`config.mk`:
```
export PLATFORM = sky130hd
export DESIGN_NAME = cpfc_frame_core
export DESIGN_NICKNAME = d
export VERILOG_FILES = /design/src/sv/cpfc_pkg.sv /design/src/sv/cpfc_frame_core.sv
export SDC_FILE = /design/constraint.sdc
export NUM_CORES = 1
export LEC_CHECK = 0
export ABC_AREA = 1
export ABC_CLOCK_PERIOD_IN_PS = 8400
export BUFFER_PORTS_ARGS = -buffer_cell sky130_fd_sc_hd__buf_4
export CAP_MARGIN = 20
export CORE_ASPECT_RATIO = 1.5
export CORE_MARGIN = 5
export CORE_UTILIZATION = 25
export DETAILED_ROUTE_END_ITERATION = 8
export GPL_ROUTABILITY_DRIVEN = 0
export GPL_TIMING_DRIVEN = 0
export MAX_ROUTING_LAYER = met4
export PLACE_DENSITY = 0.51
export RECOVER_POWER = 25
export SLEW_MARGIN = 15
export SYNTH_ARGS = -nofsm -noshare
export SYNTH_HDL_FRONTEND = slang
export SYNTH_SLANG_ARGS = --single-unit
```
`constraint.sdc`:
```
create_clock -name i_clk -period 8.4 [get_ports i_clk]
set_clock_uncertainty 0.2 [all_clocks]
set_input_delay 1.26 -clock i_clk [delete_from_list [all_inputs] [get_ports i_clk]]
set_output_delay 1.26 -clock i_clk [all_outputs]
set_load 0.02 [all_outputs]
```
`src/sv/cpfc_pkg.sv`:
```
`timescale 1ns / 1ps
// ----------------------------------------------------------------------------
// cpfc_pkg
// types, constants and the crc byte update for the packet frame checker
// ----------------------------------------------------------------------------
package cpfc_pkg;

    // frame constants
    localparam logic [7:0]  FRAME_MARKER = 8'h7E;
    localparam logic [15:0] CRC_SEED     = 16'hFFFF;
    localparam logic [5:0]  LEN_MIN      = 6'd2;

    // result status codes
    typedef logic [1:0] t_status;
    localparam t_status STATUS_VALID      = 2'd0;
    localparam t_status STATUS_BAD_MARKER = 2'd1;
    localparam t_status STATUS_BAD_LENGTH = 2'd2;
    localparam t_status STATUS_CRC_ERROR  = 2'd3;

    // one received byte
    typedef struct packed {
        logic [7:0] data_byte;
        logic       frame_start;
    } t_in_item;

    // one packet result
    typedef struct packed {
        t_status     status;
        logic [1:0]  packet_kind;
        logic [7:0]  sequence_number;
        logic [7:0]  command_code;
        logic [5:0]  frame_length;
        logic [15:0] computed_crc;
        logic [15:0] received_crc;
    } t_result;

    // crc-16/ccitt (poly 0x1021) update by one byte, msb first
    function automatic logic [15:0] crc_update(input logic [15:0] crc, input logic [7:0] b);
        logic [7:0]  x;
        logic [15:0] xw;
        x  = crc[15:8] ^ b;
        x  = x ^ (x >> 4);
        xw = {8'h00, x};
        return (crc << 8) ^ (xw << 12) ^ (xw << 5) ^ xw;
    endfunction

endpackage

```
`src/sv/cpfc_frame_core.sv`:
```
`timescale 1ns / 1ps
// ----------------------------------------------------------------------------
// cpfc_frame_core
// per-byte frame tracking, field capture and crc accumulation
// ----------------------------------------------------------------------------
module cpfc_frame_core (
    input  logic              i_clk,
    input  logic              i_rst_n,
    input  logic              i_step,
    input  cpfc_pkg::t_in_item i_item,
    output logic              o_emit,
    output cpfc_pkg::t_result o_result
);
    import cpfc_pkg::*;

    logic        r_frame_active, n_frame_active;
    logic [15:0] r_crc,          n_crc;
    logic [5:0]  r_pos,          n_pos;
    logic [5:0]  r_len,          n_len;
    logic [1:0]  r_kind,         n_kind;
    logic [7:0]  r_seq,          n_seq;
    logic [7:0]  r_cmd,          n_cmd;
    logic [7:0]  r_crc_lo,       n_crc_lo;

    logic [7:0]  b;
    logic [15:0] rx_crc;

    assign b      = i_item.data_byte;
    assign rx_crc = {b, r_crc_lo};

    // next frame state and result for the byte in flight
    always_comb begin
        n_frame_active = r_frame_active;
        n_crc          = r_crc;
        n_pos          = r_pos;
        n_len          = r_len;
        n_kind         = r_kind;
        n_seq          = r_seq;
        n_cmd          = r_cmd;
        n_crc_lo       = r_crc_lo;
        o_emit         = 1'b0;
        o_result       = '0;

        if (i_item.frame_start) begin
            // new packet: drop whatever was in progress
            n_frame_active = 1'b0;
            n_crc          = CRC_SEED;
            n_pos          = '0;
            n_len          = '0;
            n_kind         = '0;
            n_seq          = '0;
            n_cmd          = '0;
            n_crc_lo       = '0;
            if (b != FRAME_MARKER) begin
                o_emit          = 1'b1;
                o_result.status = STATUS_BAD_MARKER;
            end else begin
                n_crc          = crc_update(CRC_SEED, b);
                n_pos          = 6'd1;
                n_frame_active = 1'b1;
            end
        end else if (r_frame_active) begin
            if (r_pos == 6'd1) begin
                n_len  = b[5:0];
                n_kind = b[7:6];
            end
            if ((r_pos == 6'd1) && (b[5:0] < LEN_MIN)) begin
                // length too short to hold a crc
                o_emit                = 1'b1;
                o_result.status       = STATUS_BAD_LENGTH;
                o_result.packet_kind  = b[7:6];
                o_result.frame_length = b[5:0];
                n_frame_active        = 1'b0;
            end else begin
                if (r_pos == 6'd2) n_seq = b;
                if (r_pos == 6'd3) n_cmd = b;
                if (({1'b0, r_pos} + 7'd2) <= {1'b0, n_len}) n_crc = crc_update(r_crc, b);
                if (({1'b0, r_pos} + 7'd1) == {1'b0, n_len}) n_crc_lo = b;
                if (r_pos == n_len) begin
                    // last byte: compare carried crc with accumulated one
                    o_emit                   = 1'b1;
                    o_result.status          = (rx_crc == r_crc) ? STATUS_VALID
                                                                 : STATUS_CRC_ERROR;
                    o_result.packet_kind     = n_kind;
                    o_result.sequence_number = n_seq;
                    o_result.command_code    = n_cmd;
                    o_result.frame_length    = n_len;
                    o_result.computed_crc    = r_crc;
                    o_result.received_crc    = rx_crc;
                    n_frame_active           = 1'b0;
                end else begin
                    n_pos = r_pos + 6'd1;
                end
            end
        end
    end

    // frame state registers, updated once per byte transfer
    always_ff @(posedge i_clk) begin
        if (!i_rst_n) begin
            r_frame_active <= 1'b0;
            r_crc          <= CRC_SEED;
            r_pos          <= '0;
            r_len          <= '0;
            r_kind         <= '0;
            r_seq          <= '0;
            r_cmd          <= '0;
            r_crc_lo       <= '0;
        end else if (i_step) begin
            r_frame_active <= n_frame_active;
            r_crc          <= n_crc;
            r_pos          <= n_pos;
            r_len          <= n_len;
            r_kind         <= n_kind;
            r_seq          <= n_seq;
            r_cmd          <= n_cmd;
            r_crc_lo       <= n_crc_lo;
        end
    end

endmodule
```
[Word level (Yosys, flattened, before mapping)]
Cells that the tools add are included.
Operators by class
  add/subtract/negate cells: 3
  order comparisons: 2
  eq/ne operators: 9
  mux-type cells: 50
  bitwise operators: 10
  reductions and logical operators: 9
Operators with widths (number)
  $mux W58: 2
  $mux W16: 6
  $mux W8: 12
  $mux W6: 10
  $mux W56: 1
  $mux W32: 1
  $xor A16 B13 Y16: 2
  $xor A16 B8 Y16: 2
  $eq A16 B16 Y1: 1
  $not A8 Y8: 2
  $xor A16 B16 Y16: 1
  $xor A8 B4 Y8: 2
  $eq A6 B2 Y1 const B: 2
  $mux W1: 12
  $reduce_and A4 Y1: 3
  $mux W2: 5
  $ne A8 B7 Y1 const B: 1
  $xor A8 B8 Y8: 1
  $add A6 B1 Y7 const B: 1
  $add A6 B2 Y7 const B: 1
  $eq A7 B6 Y1: 1
  $le A7 B6 Y1: 1
  $add A6 B1 Y6 const B: 1
  $eq A6 B1 Y1 const B: 1
  other kinds (8): 11
Storage, ports and cells
  flip-flop bits (word level): 55
  bits of input ports: 12
  output and inout bits: 59
  word-level logic and storage cells: 91

[Longest topological paths before layout]
  word-level depth: 9
  depth in mapped cells: 17
  gate-level depth less buffers: 15

[Least setup slack after synthesis]
Ideal clock, no wire load.
  path type: input to output
  from: in i_item[1] in the netlist's numbering
  to: out o_result[56] in the netlist's numbering
  arrival: 2.897 ns
  required time: 6.940 ns
  setup slack: 4.043 ns
  stages on the path: 11
  path buffers: 0
  cell sequence: inv_1 -> o21ai_0 -> ha_1 -> inv_1 -> nor2_1 -> nand3_1 -> nor2_2 -> nand2_2 -> inv_4 -> nand2_1 -> o21ai_0
RTL lines
  start, declared: RTL line cpfc_frame_core.sv:10  | input cpfc_pkg::t_in_item i_item,
  end, declared: RTL line cpfc_frame_core.sv:12  | output cpfc_pkg::t_result o_result

==> flow_summary.toml <==
[yosys]
synth.top_cell.area_share_pct = 27.3
synth_compound_area_share_pct = 9.94
synthCells = 660
synth_xor_xnor_area_share_pct = 5.42
synth_top_cells_by_area = "dfxtp_1 (27%), nand2_1 (17%), nand3_1 (9.5%)"
synth_area_sq_mm = 0.00404
async_reset_ff_share_pct = 0
synth_edf_count = 0
synth-adder-area-share_pct = 3.10
synth_commonest_cells = "nand2_1 (185), nor2_1 (90), nand3_1 (77)"
yosysSeqAreaShare_pct = 27.3
netlist.top_cell.by_area = "dfxtp_1"
ys_types = 36
synth_top_family_by_area = "simple AND/OR/NAND/NOR gates"
muxShareOfSynthArea_pct = 0
ys_ff_latch = 55
yosys_most_used_dff = "dfxtp_1"
yosys.area_share.simple_pct = 43.0
avgSynthCellArea_sq_um = 6.12
syn_nets = 682
yosys_warnings = 0
yosysMostFrequentCell = "nand2_1"

[die]
rows = 57
ioPinCount = 71
die_width_um = 114
fp.coreArea_sq_mm = 0.0160
dieArea_sq_mm = 0.0188
fp.dieH_um = 166
start_util_pct = 25.2

[flow_run]
max_cap_viol_count = 0

[power_and_ir_drop]
p_per_area_mw_per_mm2 = 166
p_leak_uw = 0.00227
ir_drop_mv = 0.0827

[timing]
drv_slew = 0
period_share_pct = 62.6
period_minus_slack_ns = 5.25
setup_viol = 0
rsz0062_at_grt = "false"
hold_viol_final = 0
max_slew_margin_pct = 54.5
finalSetupTns_ns = 0
timing.fmax_mhz = 190
max_slew.worst_pin.slew_ns = 0.677
hold_ws_ns = 0.262

[clock_tree]
cts_buffer_depth = 2
ctsResizeCount = 0
cts-root-buf = "clkbuf_16"
cts_buffers = 5
cts_setup_buffers = 0
h-tree-depth = 2
ctsHoldBuffers = 0
cts_tree = "done"
insertion_delay_ns = 0.30
clk_pin_slew_ns = 0.08
clock-sinks = 55

[setup_path]
max_stage_delay_ns = 0.42
cp-start-kind = "flip-flop"
slowest_stage = "o21ai_0"
arrival_ns = 3.79
critPathTopFamily = "buffers and inverters"
path_class = "reg2out"
endpoint_kind = "primary output"
crit_chain = "inv_1 -> ha_1 -> clkbuf_1 -> nand3_4 -> buf_6 -> o21ai_0 -> ha_1 -> inv_1 -> nor2_1 -> nand3_1 -> nor2_2 -> nand2_2 -> inv_4 -> nand3_4 -> buf_6 -> nor2_1 -> buf_4"
required_ns = 6.94
path_max_fanout = 10
crit_buf_inv = 7

[drt]
drt_pass1_iterations = 4
wl_per_cell_um = 15.9
dr.first_iter.drc_count = 213
viasPerCell = 4.72
route.detailed.drc = 0
via_count = 4452
routed_wl_mm = 15.0
ant_nets = 0

[grt]
grt_overflow = 0
grt_max_degree = 18
grt_pass1_wl_mm = 23.6
antenna_found_initial = 0
grt_pass1_vias = 4394
grt_usage_pct = 16.3

[finish]
fillers = 1825
drive_above_1_share_pct = 14.8
syn2layout_area_growth_pct = 22.8
multi_input_area_sq_mm = 0.00248
regArea_sq_mm = 0.00110
antenna_cells = 0
fin_nets = 758

[placed_design]
port_buffers = 69
dp_hpwl_mm = 11.9

[hold_path]
min_path_type = "reg2reg"

[outcome]
status = "completed"
## registers in the layout, indices dropped and copies added (netlist names)
register / cells
r_crc_lo: 8
r_len: 6
r_crc: 16
r_pos: 6
r_seq: 8
r_cmd: 8
r_frame_active: 1
r_kind: 2
## layout make-up
cell class	count	share of cell area, %
Clock inverter	2	0.328
Clock buffer	6	2.80
Sequential cell	55	22.2
Buffer	30	3.43
Tap cell	206	5.20
Multi-Input combinational cell	502	50.0
Timing Repair Buffer	69	10.4
Inverter	73	5.57
## layout by cell type, fill, tap and decap left out, types with 2 or more instances in the layout
| cell | count |
|---|---|
| nand4_1 | 15 |
| o21ai_0 | 28 |
| dfxtp_1 | 55 |
| buf_4 | 71 |
| nor2_8 | 2 |
| clkbuf_16 | 5 |
| nor2_2 | 2 |
| ha_1 | 10 |
| inv_1 | 70 |
| nand3b_1 | 2 |
| xnor2_1 | 11 |
| xor2_1 | 14 |
| o211a_1 | 2 |
| nor4_1 | 4 |
| buf_2 | 4 |
| a21oi_1 | 40 |
| nand3_1 | 77 |
| nand3_4 | 2 |
| buf_6 | 6 |
| clkbuf_1 | 18 |
| nor2_1 | 90 |
| nand2_1 | 185 |
| or2_2 | 2 |
| o22ai_1 | 3 |
| nand2_2 | 5 |
## tightest hold or removal path: cells and delay by family (launching register included)
family | cells | cell delay [ns]
AO/OA/AOI/OAI | 1 | 0.05
flip-flops | 1 | 0.31
AND/OR/NAND/NOR | 1 | 0.06
## cell families (layout without fill, tap and decap cells)
group,after synthesis,count (layout)
adder cells (fa/ha/maj),10,10
flip-flops,55,55
AND/OR/NAND/NOR,391,391
buffers and inverters,103,180
XOR/XNOR,25,25
AO/OA/AOI/OAI,76,76
## where the power goes
| part | switching, uW | internal [uW] |
|---|---|---|
| clock | 107 | 120 |
| combinational | 196 | 98.9 |
| sequential | 23.9 | 279 |
| total | 327 | 497 |
## through the flow
stage	setup slack [ns]	area, sq um	std cells	util, %	total power (uW)
2_1_floorplan	4.04	4040	660	-	516
3_3_place_gp	3.32	4810	935	30.0	605
3_5_place_dp	3.32	4810	935	30.0	604
4_1_cts	3.26	4970	943	31.0	830
5_1_grt	2.87	4960	943	30.9	875
6_report	3.15	4960	943	30.9	824
## routing by layer
layer | global-route usage, % | share of wire [%] | vias up
li1 | - | - | 2270
met1 | 18.6 | 40 | 2027
met2 | 28.4 | 52 | 118
met3 | 1.61 | 3.4 | 37
met4 | 7.29 | 3.7 | 0
met5 | - | 0 | -
## final timing paths
| check | depth (start not counted) | startpoint | endpoint | slack [ns] |
|---|---|---|---|---|
| worst min register to register | 2 | r_seq[1] | r_seq[1] | 0.26 |
| worst max register to register | 15 | r_pos[1] | r_crc[13] | 4.80 |
| worst max-delay path | 17 | r_pos[1] | o_result[13] | 3.15 |
| worst min-delay path | 2 | r_seq[1] | r_seq[1] | 0.26 |
Power figures use the tool's default switching activity.
